[src/rtl/wvps_pkg.sv]
// Package: shared constants, types and helpers of the wake vortex particle shedder.
package wvps_pkg;

   localparam int MaxParticles = 16384;
   localparam int SlotW        = 14;
   localparam int CountW       = 15;

   localparam logic [1:0] CsrFsX = 2'd0;
   localparam logic [1:0] CsrFsY = 2'd1;
   localparam logic [1:0] CsrFsZ = 2'd2;

   typedef enum logic [3:0] {
      ST_IDLE,
      ST_SETUP,
      ST_NORM,
      ST_SQ,
      ST_SQRT,
      ST_MUL,
      ST_DIV,
      ST_STORE,
      ST_OUT
   } state_type;

   // one particle as it leaves the block
   typedef struct packed {
      logic [31:0]      px;
      logic [31:0]      py;
      logic [31:0]      pz;
      logic [31:0]      vx;
      logic [31:0]      vy;
      logic [31:0]      vz;
      logic [31:0]      strength;
      logic             is_shed;
      logic [SlotW-1:0] slot;
      logic             store_full;
      logic             last;
   } particle_type;

   function automatic logic [31:0] sat32(input logic signed [32:0] v);
      logic [31:0] r;
      if (v > 33'sd2147483647)       r = 32'h7FFF_FFFF;
      else if (v < -33'sd2147483648) r = 32'h8000_0000;
      else                           r = v[31:0];
      return r;
   endfunction

endpackage

[src/rtl/wvps_divider.sv]
// Radix-2 restoring divider: 63-bit dividend by 32-bit divisor, one quotient bit a cycle.
module wvps_divider (
   input  logic        clock,
   input  logic        reset,
   input  logic        start,
   input  logic [62:0] dividend,
   input  logic [31:0] divisor,
   output logic        done,
   output logic [62:0] quotient
);
   import wvps_pkg::*;

   logic [62:0] quot_ff, quot_in;
   logic [32:0] rem_ff, rem_in;
   logic [5:0]  cnt_ff, cnt_in;
   logic        busy_ff, busy_in;
   logic        done_ff, done_in;
   logic [32:0] trial;

   always_comb begin
      quot_in = quot_ff;
      rem_in  = rem_ff;
      cnt_in  = cnt_ff;
      busy_in = busy_ff;
      done_in = 1'b0;
      trial   = {rem_ff[31:0], quot_ff[62]};
      if (start) begin
         quot_in = dividend;
         rem_in  = '0;
         cnt_in  = 6'd62;
         busy_in = 1'b1;
      end else if (busy_ff) begin
         if (trial >= {1'b0, divisor}) begin
            rem_in  = trial - {1'b0, divisor};
            quot_in = {quot_ff[61:0], 1'b1};
         end else begin
            rem_in  = trial;
            quot_in = {quot_ff[61:0], 1'b0};
         end
         if (cnt_ff == '0) begin
            busy_in = 1'b0;
            done_in = 1'b1;
         end else begin
            cnt_in = cnt_ff - 6'd1;
         end
      end
   end

   always_ff @(posedge clock) begin
      if (reset) begin
         busy_ff <= 1'b0;
         done_ff <= 1'b0;
         cnt_ff  <= '0;
      end else begin
         busy_ff <= busy_in;
         done_ff <= done_in;
         cnt_ff  <= cnt_in;
      end
      quot_ff <= quot_in;
      rem_ff  <= rem_in;
   end

   assign done     = done_ff;
   assign quotient = quot_ff;

endmodule

[config.mk]
export PLATFORM = sky130hd
export DESIGN_NAME = wvps_divider
export DESIGN_NICKNAME = d
export VERILOG_FILES = /design/src/rtl/wvps_pkg.sv /design/src/rtl/wvps_divider.sv
export SDC_FILE = /design/constraint.sdc
export NUM_CORES = 1
export LEC_CHECK = 0
export BUFFER_PORTS_ARGS = -buffer_cell sky130_fd_sc_hd__buf_2
export CAP_MARGIN = 15
export CORE_MARGIN = 10
export CORE_UTILIZATION = 35
export CTS_BUF_LIST = sky130_fd_sc_hd__clkbuf_8
export DETAILED_ROUTE_END_ITERATION = 10
export HOLD_SLACK_MARGIN = 0.08
export PLACE_DENSITY = 0.69
export SYNTH_ARGS = -nofsm -noshare
export SYNTH_HDL_FRONTEND = slang
export SYNTH_SLANG_ARGS = --single-unit
[constraint.sdc]
create_clock -name clock -period 2.7 [get_ports clock]
set_input_delay 0.54 -clock clock [delete_from_list [all_inputs] [get_ports clock]]
set_output_delay 0.54 -clock clock [all_outputs]
set_load 0.02 [all_outputs]
==> run metrics, run 1 <==
run status=finished, violations left; violated checks=setup timing; worst clock skew=22.38 ps; share of cells above drive strength 1=44.66%; final instance count without filler cells=1118; Die Y-Extent=154.9 um; Slew Viols, Final=0; worst slew margin relative to its limit=62.30%; hold crit path type=primary input to register; number of global-route vias before repair=5793; critical path required time=3020 ps; critical path startpoint=quotient[62]$_DFFE_PP_; Antenna Violating Nets Remaining=0; area post-placement=8152 um^2; number of H-tree levels=3; count of vias placed by the detailed router=5673; chip width=154.9 um; power per cell area=494.2 nW/um^2; Worst-Margin Slew=565.5 ps; max-capacitance violation count=0; synthesized instance count=632; Port Buffer Count=161; clock-pin slew on the worst setup and hold paths=130 ps; endpoint class of the critical path=register; TritonCTS clock tree=yes; number of buffer and inverter stages on the critical path=2; fin nets=1017; number of instances in the placed design=1086; count of antenna diodes in the layout=0; startpoint of the worst register-to-register path=quotient[62]$_DFFE_PP_; worst vdd rail ir drop=0.3339 mV; min setup slack post-route=-63.83 ps; hold-fix buffer count after cts=0; number of buffers created by CTS=9; number of antenna violations at the first check in global routing=2; highest clock frequency the design can meet=361.8 MHz; global-route usage over all layers=15.07%; final std cell area, no fill=8767 um^2; last weighted congestion value of the routability-driven placer=0.8686; clk buf depth=2; placeable core region=17960 um^2; latest clock arrival within the worst-skew pair=410 ps; top-level I/O count=162; slowest stage cell on the critical path=sky130_fd_sc_hd__edfxtp_1; utilization after layout=48.81%; initial core utilization=35.48%; DRC viols=0; CP Class=register to register; post-detailed-route via-to-cell ratio=5.074; Reg2Reg Setup Slack=-60 ps; DIE AREA=24010 um^2; leakage power=3.792 nW; overflow left after global routing=0; total routed wirelength=19230 um; half-perimeter wire length after detailed placement=14260 um; pin count of the biggest net entering global routing=68; root buf cell=sky130_fd_sc_hd__clkbuf_8; startpoint of the tightest hold check path=reset; final critical-path share of the clock period=102.4%; Primary FF master, synth=sky130_fd_sc_hd__edfxtp_1; average wire per cell in the routed design=17.20 um; number of failing setup endpoints in the final timing report=19; critical-path maximum fanout=3; most used cell, CP=sky130_fd_sc_hd__o31a_1; Mapped Area=6374 um^2; iteration-0 DRC count of the detailed router=294; share of flip-flops with an asynchronous set or reset after synthesis=0%; startpoint type of the worst setup path=register; count of unique library cells instantiated by Yosys=58; CP cell instances=inv_2 > ha_4 > fa_2 > nor2b_2 > o31a_1 > buf_4 > o21bai_1 > and4b_1 > o31a_1 > o21ai_0 > a21oi_1 > xor2_1 > o211ai_1; sinks on the clock net=103; placement row count=49; overall power of the completed layout=4.333 mW; warning count from the yosys run=0; number of enable-type register cells in the synthesized netlist=63; worst stage delay on the critical path=380 ps; post-synthesis sequential area ratio=42.25%; RSZ-0062 raised after global routing=yes; first drt pass iteration count=5; post-synth net total=765; global-route wire length before repair=29460 um; synthesized area divided by synthesized cell count=10.08 um^2; area growth from synthesis to final layout=37.55%; number of storage elements in the synthesis netlist=103; data arrival at the endpoint of the critical path=3080 ps; final worst path period need=2764 ps; number of hold-slack violations in the final timing report=0; delay-heaviest family, CP=compound AO/OA/AOI/OAI gates
-- power breakdown --
| group | internal (mW) | leakage [nW] | switching, mW |
|---|---|---|---|
| clock network | 0.390 | 0.110 | 0.709 |
| logic | 0.615 | 2.72 | 0.682 |
| registers | 1.84 | 0.963 | 0.0981 |
-- final timing paths --
| path | to | cells past startpoint |
|---|---|---|
| setup / recovery | rem_ff[18]$_SDFFE_PP0P_ | 13 |
| hold / removal | cnt_ff[4]$_SDFFE_PP0P_ | 2 |
| setup reg to reg | rem_ff[18]$_SDFFE_PP0P_ | 13 |
| hold reg to reg | rem_ff[23]$_SDFFE_PP0P_ | 2 |
-- repair_timing --
item / in CTS / in global routing
setup buffers: 3 / 10
endpoints found under the setup margin: 11 / 33
gates cloned: 0 / 3
pin swaps: 5 / 34
gates resized for setup: 5 / 41
-- registers in the layout, summed over array words and instances, names as in the netlist --
name and count:
done 1, busy_ff 1, rem_ff 32, cnt_ff 6, quotient 63
-- Yosys cell counts (all sizes together), types with 3 or more instances --
library cell	count	share of area (%)
nand2b	8	0.79
clkbuf	18	1.1
a21o	8	0.94
a31oi	6	0.59
o2111ai	3	0.41
nor2	63	4.0
mux2	65	11
o31a	5	0.69
and3	3	0.29
nor4	4	0.39
or3	5	0.49
nor3	7	0.63
nor2b	6	0.59
o21a	7	0.82
buf	6	1.0
edfxtp	63	30
xnor2	16	2.2
o21bai	5	0.59
a311oi	3	0.41
dfxtp	40	13
o211ai	8	0.94
xor2	14	1.9
inv	41	2.4
nand3	13	1.0
a21oi	32	2.5
mux2i	23	3.6
o21ai	32	2.5
ha	34	6.7
nand4	4	0.39
nand3b	4	0.47
nand2	47	2.8
a211oi	19	2.2
-- area by class of cell --
cell class	count	area (um^2)
Fill cell	1682	9196
Inverter	41	153.9
Sequential cell	103	2695
Timing Repair Buffer	265	1730
Clock buffer	9	123.9
Multi-Input combinational cell	464	3676
Tap cell	229	286.5
Clock inverter	7	101.3
-- stage by stage --
step / hold WS [ps] / TNS [ps] / setup slack, ps
detailed placement: 471.8 / -7841 / -318.3
floorplan: 441.7 / -17.81 / -10.57
global placement: 465.8 / -5992 / -264.1
global route: 371.9 / -4436 / -207.7
finish: 394.4 / -325.3 / -63.83
CTS: 366.0 / -70.08 / -52.01
-- worst reg2reg max path: stages, from the launching register on --
cell	delay (ps)
sky130_fd_sc_hd__edfxtp_1	380
sky130_fd_sc_hd__inv_2	60
sky130_fd_sc_hd__ha_4	160
sky130_fd_sc_hd__fa_2	340
sky130_fd_sc_hd__nor2b_2	140
sky130_fd_sc_hd__o31a_1	230
sky130_fd_sc_hd__buf_4	150
sky130_fd_sc_hd__o21bai_1	80
sky130_fd_sc_hd__and4b_1	210
sky130_fd_sc_hd__o31a_1	330
sky130_fd_sc_hd__o21ai_0	190
sky130_fd_sc_hd__a21oi_1	110
sky130_fd_sc_hd__xor2_1	160
sky130_fd_sc_hd__o211ai_1	150
-- kinds of logic after synthesis --
logic type / share of synthesized area [%]
multiplexers: 15.10
XOR/XNOR: 4.122
AO/OA/AOI/OAI: 14.37
AND/OR/NAND/NOR: 12.70
adder cells (fa/ha/maj): 6.989
buffers and inverters: 4.476
flip-flops: 42.25
-- cells in the final DEF (no fill, tap or decap), drive strengths merged, types with 12 or more instances in the layout --
master,instances
a211oi,19
o21ai,32
nor2,63
nand2,47
dfxtp,40
xor2,14
ha,34
a21oi,32
inv,44
clkbuf,12
xnor2,16
buf,262
nand3,13
mux2,65
edfxtp,63
mux2i,23
-- per-layer routing --
metal  part of all wire, %  GRT usage (%)
met5                  0.10              0
met3                   9.7          6.727
met1                    42          17.45
met4                   1.5          4.363
met2                    47          24.55
Note: power is estimated with default switching activity, not from simulation.
==> run 2: changes to the inputs <==
==> constraint.sdc (replaced) <==
create_clock -name clock -period 2.7 [get_ports clock]
set_input_delay 0.54 -clock clock [delete_from_list [all_inputs] [get_ports clock]]
set_output_delay 0.54 -clock clock [all_outputs]
set_load 0.05 [all_outputs]
==> run 2 against run 1 <==
- the run still ends with setup timing left
- clock power fell by 6%
- combinational power increased by 15%
- non-clock buffer count is the same
- critical path type unchanged
==> run metrics, run 2 (synthesis results as in run 1) <==
latest clock arrival within the worst-skew pair=400 ps (about the same); worst stage delay on the critical path=370 ps (about the same); chip width=154.9 um (unchanged); worst slew margin relative to its limit=51.74% (-11 points); Post-Route Hold Slack=415.7 ps (+21.31 ps); post-detailed-route via-to-cell ratio=5.049 (-0.49%); run status=finished, violations left; overflow left after global routing=0 (unchanged); count of vias placed by the detailed router=5650 (-0.41%); number of H-tree levels=3 (unchanged); CP Class=register to register; Port Buffer Count=161 (unchanged); RSZ-0062 raised after global routing=yes; critical path required time=3010 ps (about the same); setup slack at placement=-363.4 ps (-45.11 ps); max-capacitance violation count=0 (unchanged); hold crit path type=primary input to register; most frequent cells in the layout=160 x sky130_fd_sc_hd__buf_2, 99 x sky130_fd_sc_hd__buf_4, 63 x sky130_fd_sc_hd__mux2_2, 63 x sky130_fd_sc_hd__edfxtp_1, 61 x sky130_fd_sc_hd__nor2_1; slowest stage cell on the critical path=sky130_fd_sc_hd__edfxtp_1; average wire per cell in the routed design=16.43 um (-4.5%); pin count of the biggest net entering global routing=64 (-5.9%); endpoint class of the critical path=register; power per cell area=519.5 nW/um^2 (+5.1%); area growth from synthesis to final layout=34.71%; leading cell type in the layout, fill and taps excluded=sky130_fd_sc_hd__buf_2; TritonCTS clock tree=yes; final critical-path share of the clock period=101.9% (-0.49 points); utilization after layout=47.80% (-1.0 points); Antenna Violating Nets Remaining=0 (unchanged); share of cells above drive strength 1=42.97% (-1.7 points); max FFs per register=63 (unchanged); DRC viols=0 (unchanged); Hold Path Cell Cnt=2 (unchanged); worst clock skew=15.93 ps (-6.444 ps); data arrival at the endpoint of the critical path=3060 ps (-20 ps); final worst path period need=2751 ps (-13.27 ps); R2R depth=13 (unchanged); leakage power=3.761 nW (-0.83%); total routed wirelength=18380 um (-4.4%); worst vdd rail ir drop=0.3779 mV (+13%); DIE AREA=24010 um^2 (unchanged); number of buffer and inverter stages on the critical path=3 (+1); number of buffers created by CTS=9 (unchanged); final std cell area, no fill=8586 um^2 (-2.1%); violated checks=setup timing; clk buf depth=2 (unchanged); CP cell instances=inv_2 > ha_4 > buf_4 > nor2b_4 > o2111ai_2 > a21boi_2 > nor3_2 > or2_4 > o2111a_2 > nor2_8 > buf_12 > mux2_4 > o22ai_2; global-route usage over all layers=14.81% (-0.26 points); sinks on the clock net=103 (unchanged); number of global-route vias before repair=5791 (-0.035%); Worst-Margin Slew=717.8 ps (+152.3 ps); Levels on crit path=13 (unchanged); iteration-0 DRC count of the detailed router=336 (+14%); highest clock frequency the design can meet=363.6 MHz (+0.48%); clock-pin slew on the worst setup and hold paths=110 ps (-20 ps); overall power of the completed layout=4.460 mW (+2.9%); number of antenna violations at the first check in global routing=1 (-1); Die Y-Extent=154.9 um (unchanged); first drt pass iteration count=5 (unchanged); initial core utilization=35.48% (unchanged); global-route wire length before repair=29280 um (-0.61%); placement row count=49 (unchanged); min setup slack post-route=-50.56 ps (+13.27 ps); root buf cell=sky130_fd_sc_hd__clkbuf_8; placeable core region=17960 um^2 (unchanged); fin nets=1017 (unchanged); number of failing setup endpoints in the final timing report=5 (-14); startpoint type of the worst setup path=register; half-perimeter wire length after detailed placement=14110 um (-1.1%); top-level I/O count=162 (unchanged); last weighted congestion value of the routability-driven placer=0.8784 (+1.1%); number of hold-slack violations in the final timing report=0 (unchanged); Slew Viols, Final=0 (unchanged); critical-path maximum fanout=9 (+6); area post-placement=8133 um^2 (-0.23%); delay-heaviest family, CP=compound AO/OA/AOI/OAI gates
-- run 2: cell types whose count changed in the layout (fill, tap and decap cells not counted), sizes merged --
cell,previous run,this run
buf,262,264
clkbuf,12,10
clkinv,4,2
diode,0,1
inv,44,46
-- run 2: layout make-up --
| type | count | area (um^2) |
|---|---|---|
| Clock buffer | 9 | 123.9 |
| Tap cell | 229 | 286.5 |
| Timing Repair Buffer | 265 | 1660 |
| Antenna cell | 1 | 2.502 |
| Clock inverter | 7 | 86.33 |
| Inverter | 41 | 153.9 |
| Fill cell | 1703 | 9378 |
| Sequential cell | 103 | 2694 |
| Multi-Input combinational cell | 464 | 3578 |
-- run 2: timing repair --
item                       in CTS  in global routing
setup buffers                   4                  4
setup endpoints to repair       6                 32
cloned                          0                  1
hold buffers                    0                  0
gates resized for setup         9                 20
pin swaps                      14                 21
-- run 2: layer usage --
metal  vias to the layer above  track usage [%]  share of wire, %
met3                        26            5.183               8.2
met1                      2618            18.05                43
li1                       2821                -                 -
met4                         0            5.353               1.9
met5                         -                0                 0
met2                       185            23.62                47
-- run 2: where the power goes --
part           internal, mW  total [mW]  switching (mW)
clock                 0.380        1.03           0.648
combinational         0.604        1.50           0.900
sequential             1.84        1.93          0.0888
-- run 2: final timing paths --
check / startpoint / to / slack (ps)
max: quotient[62]$_DFFE_PP_ / rem_ff[1]$_SDFFE_PP0P_ / -50
min: reset / busy_ff$_SDFF_PP0_ / 420
min reg2reg: rem_ff[19]$_SDFFE_PP0P_ / rem_ff[19]$_SDFFE_PP0P_ / 470
max reg2reg: quotient[62]$_DFFE_PP_ / rem_ff[1]$_SDFFE_PP0P_ / -50
-- run 2: through the flow --
stage,setup TNS [ps],instances
3_3_place_gp,-5903,1093
3_5_place_dp,-8288,1093
2_1_floorplan,-709.1,632
4_1_cts,-303.0,1113
6_report,-123.6,1119
5_1_grt,-2412,1119
-- run 2: worst reg2reg max path: cells and delay by family, from the launching register on --
family | cells | cell delay (ps)
compound gates | 4 | 780
simple gates | 4 | 680
flops | 1 | 370
buf+inv | 3 | 370
mux | 1 | 310
fa+ha+maj | 1 | 160
==> run 3: changes to the inputs <==
--- a/config.mk
+++ b/config.mk
@@ -5,6 +5,7 @@
 export SDC_FILE = /design/constraint.sdc
 export NUM_CORES = 1
 export LEC_CHECK = 0
+export ABC_AREA = 1
 export BUFFER_PORTS_ARGS = -buffer_cell sky130_fd_sc_hd__buf_2
 export CAP_MARGIN = 15
 export CORE_MARGIN = 10
@@ -12,7 +13,7 @@
 export CTS_BUF_LIST = sky130_fd_sc_hd__clkbuf_8
 export DETAILED_ROUTE_END_ITERATION = 10
 export HOLD_SLACK_MARGIN = 0.08
-export PLACE_DENSITY = 0.69
+export PLACE_DENSITY = 0.68
 export SYNTH_ARGS = -nofsm -noshare
 export SYNTH_HDL_FRONTEND = slang
 export SYNTH_SLANG_ARGS = --single-unit
==> run 3 against run 2 <==
- the flow now finishes without violations
- worst setup slack improved by 510 ps
- largest cell class unchanged
- critical path type unchanged
- power fell by 13%
- utilization fell by 5.3 points
==> run metrics, run 3 <==
sinks on the clock net=103 (unchanged); post-route setup TNS=0 ps (+123.6 ps); leakage power=4.858 nW (+29%); Die Y-Extent=164.8 um (+6.3%); number of filler instances in the final layout=2210 (+30%); iteration-0 DRC count of the detailed router=442 (+32%); top-level I/O count=162 (unchanged); buffers inserted during post-CTS setup optimization=0 (-4); Mapped Area=7333 um^2 (+15%); Slew Viols, Final=0 (unchanged); part of the power in registers=48.2% (+5.0 points); final worst path period need=2241 ps (-509.9 ps); share of flip-flops with an asynchronous set or reset after synthesis=0% (unchanged); overflow left after global routing=0 (unchanged); Primary FF master, synth=sky130_fd_sc_hd__edfxtp_1; number of H-tree levels=3 (unchanged); synthesized area divided by synthesized cell count=6.630 um^2 (-34%); post-detailed-route via-to-cell ratio=4.554 (-9.8%); dominant cells by area after synthesis=sky130_fd_sc_hd__edfxtp_1 26%, sky130_fd_sc_hd__nand2_1 25%, sky130_fd_sc_hd__dfxtp_1 11%, sky130_fd_sc_hd__inv_1 10%, sky130_fd_sc_hd__ha_1 5.8%; most used cell, CP=sky130_fd_sc_hd__nand2_1; startpoint type of the worst setup path=register; post-synth net total=1239 (+62%); utilization after layout=42.47% (-5.3 points); worst vdd rail ir drop=0.2533 mV (-33%); number of gates given a new drive strength after cts=0 (-9); pin count of the biggest net entering global routing=72 (+13%); slowest stage cell on the critical path=sky130_fd_sc_hd__ha_1; Levels on crit path=13 (unchanged); CP Class=register to register; most frequent cells in the layout=482 x sky130_fd_sc_hd__nand2_1, 195 x sky130_fd_sc_hd__inv_1, 161 x sky130_fd_sc_hd__buf_2, 83 x sky130_fd_sc_hd__nand3_1, 63 x sky130_fd_sc_hd__edfxtp_1; total routed wirelength=22880 um (+24%); first drt pass iteration count=5 (unchanged); delay-heaviest family, CP=simple AND/OR/NAND/NOR gates; root buf cell=sky130_fd_sc_hd__clkbuf_8; run status=finished, final reports clean; global-route usage over all layers=16.60% (+1.8 points); CP cell instances=ha_1 > nand2_1 > nor2_2 > nand2_1 > nor2_2 > nand2_2 > nor2_4 > nor2_4 > nand2_4 > buf_12 > nand2_1 > nand3_1 > o21ai_0; number of enable-type register cells in the synthesized netlist=63 (unchanged); last weighted congestion value of the routability-driven placer=0.9309 (+6.0%); share of cells above drive strength 1=17.92% (-25 points); Port Buffer Count=161 (unchanged); Hold Path Cell Cnt=2 (unchanged); Worst-Margin Slew=826.3 ps (+108.5 ps); power dissipated by switching net loads=1.455 mW (-11%); area share of the leading cell type in the synthesized netlist=25.80% (-3.9 points); R2R depth=13 (unchanged); average wire per cell in the routed design=14.88 um (-9.4%); Antenna Violating Nets Remaining=0 (unchanged); worst stage delay on the critical path=370 ps (about the same); count of unique library cells instantiated by Yosys=36 (-38%); final critical-path share of the clock period=82.99% (-19 points); TritonCTS clock tree=yes; leading cell type in the layout, fill and taps excluded=sky130_fd_sc_hd__nand2_1; number of storage elements in the synthesis netlist=103 (unchanged); area growth from synthesis to final layout=18.32%; hold-fix buffer count after cts=0 (unchanged); max-capacitance violation count=0 (unchanged); number of hold-slack violations in the final timing report=0 (unchanged); most common cell in the netlist=sky130_fd_sc_hd__nand2_1; number of instances in the placed design=1521 (+39%); DRC viols=0 (unchanged); Switching Share=37.54% (+0.84 points); highest clock frequency the design can meet=446.3 MHz (+23%); chip width=164.8 um (+6.3%); DIE AREA=27140 um^2 (+13%); warning count from the yosys run=0 (unchanged); number of antenna violations at the first check in global routing=0 (-1); latest clock arrival within the worst-skew pair=410 ps (about the same); post-synthesis cell type with the largest combined area=sky130_fd_sc_hd__edfxtp_1; power per cell area=446.7 nW/um^2 (-14%); cell-internal power=2.421 mW (-14%); initial core utilization=35.90% (+0.41 points); max FFs per register=63 (unchanged); final instance count without filler cells=1537 (+37%); half-perimeter wire length after detailed placement=17970 um (+27%); number of buffers created by CTS=9 (unchanged); data arrival at the endpoint of the critical path=2530 ps (-530 ps); share of total power in combinational logic=24.1% (-9.6 points); synthesized instance count=1106 (+75%); number of failing setup endpoints in the final timing report=0 (-5); critical path required time=2990 ps (-20 ps); endpoint class of the critical path=register; worst clock skew=13.12 ps (-2.811 ps); most numerous cell types in the synthesized netlist=482 x sky130_fd_sc_hd__nand2_1, 196 x sky130_fd_sc_hd__inv_1, 83 x sky130_fd_sc_hd__nand3_1; placement row count=52 (+6.1%); post-synthesis sequential area ratio=36.72% (-5.5 points); global-route wire length before repair=35950 um (+23%); Clock Power Share=27.7% (+4.6 points); clk buf depth=2 (unchanged); clock-pin slew on the worst setup and hold paths=120 ps (about the same); number of buffer and inverter stages on the critical path=1 (-2); placeable core region=20430 um^2 (+14%); count of vias placed by the detailed router=7000 (+24%); worst slew margin relative to its limit=44.91% (-6.8 points); RSZ-0062 raised after global routing=no; count of antenna diodes in the layout=0 (-1); number of global-route vias before repair=6778 (+17%); critical-path maximum fanout=20 (+11); hold crit path type=primary input to register; fin nets=1395 (+37%)
## run 3: cell count changes after synthesis, sizes merged, moves of 8 or more
cell    delta
a211oi    -19
xor2      -11
mux2i     -23
inv      +158
nand3     +88
o21ai     -11
a21oi     -10
nand2    +440
nand2b     -8
mux2      -65
## run 3: per-layer routing
| layer | global-route usage, % | vias to the layer above | share of wire [%] |
|---|---|---|---|
| met5 | 0 | - | 0 |
| met4 | 5.717 | 0 | 2.0 |
| met3 | 2.465 | 26 | 4.6 |
| met2 | 26.58 | 159 | 48 |
| met1 | 22.36 | 3102 | 46 |
| li1 | - | 3713 | - |
## run 3: power groups by stage
| stage | clock [mW] | combinational (mW) | sequential (mW) |
|---|---|---|---|
| global route | 1.16 | 1.01 | 1.88 |
| detailed placement | 0 | 0.940 | 1.90 |
| CTS | 1.12 | 0.942 | 1.87 |
| global placement | 0 | 0.936 | 1.90 |
| floorplan | 0 | 0.301 | 2.25 |
| finish | 1.07 | 0.934 | 1.87 |
## run 3: cells by family after synthesis
logic type | Yosys count | share of synthesized area [%]
flip-flops | 103 | 36.72
XOR/XNOR | 14 | 1.672
AND/OR/NAND/NOR | 673 | 39.14
adder cells (fa/ha/maj) | 35 | 6.074
AO/OA/AOI/OAI | 53 | 3.976
buffers and inverters | 228 | 12.42
## run 3: through the flow
stage	area (um^2)	setup slack (ps)	total power [mW]	hold WS, ps
global placement	8459	163.5	2.835	457.5
floorplan	7335	462.0	2.553	442.8
CTS	8677	466.7	3.926	326.5
finish	8677	459.4	3.876	348.7
detailed placement	8459	142.0	2.842	459.3
global route	8677	231.5	4.057	358.7
## run 3: area by class of cell
cell class                      instances  area (um^2)  share of cell area, %
Tap cell                              270        337.8                  3.893
Inverter                              200        750.7                  8.652
Multi-Input combinational cell        775         3732                  43.01
Clock inverter                          7        93.84                  1.081
Sequential cell                       103         2693                  31.03
Clock buffer                            9        123.9                  1.428
Timing Repair Buffer                  173        945.9                  10.90
## run 3: path summary, 6_finish.rpt
| check | to | slack [ps] | startpoint |
|---|---|---|---|
| setup / recovery | rem_ff[1]$_SDFFE_PP0P_ | 460 | rem_ff[20]$_SDFFE_PP0P_ |
| hold / removal | busy_ff$_SDFF_PP0_ | 350 | reset |
| setup reg to reg | rem_ff[1]$_SDFFE_PP0P_ | 460 | rem_ff[20]$_SDFFE_PP0P_ |
| hold reg to reg | rem_ff[25]$_SDFFE_PP0P_ | 480 | rem_ff[25]$_SDFFE_PP0P_ |
## run 3: worst register-to-register path, delay by kind of cell, from the launching register on
| kind | cells | cell delay [ps] |
|---|---|---|
| AND/OR/NAND/NOR | 10 | 1160 |
| flip-flops | 1 | 350 |
| adder cells (fa/ha/maj) | 1 | 370 |
| AO/OA/AOI/OAI | 1 | 80 |
| buffers and inverters | 1 | 180 |
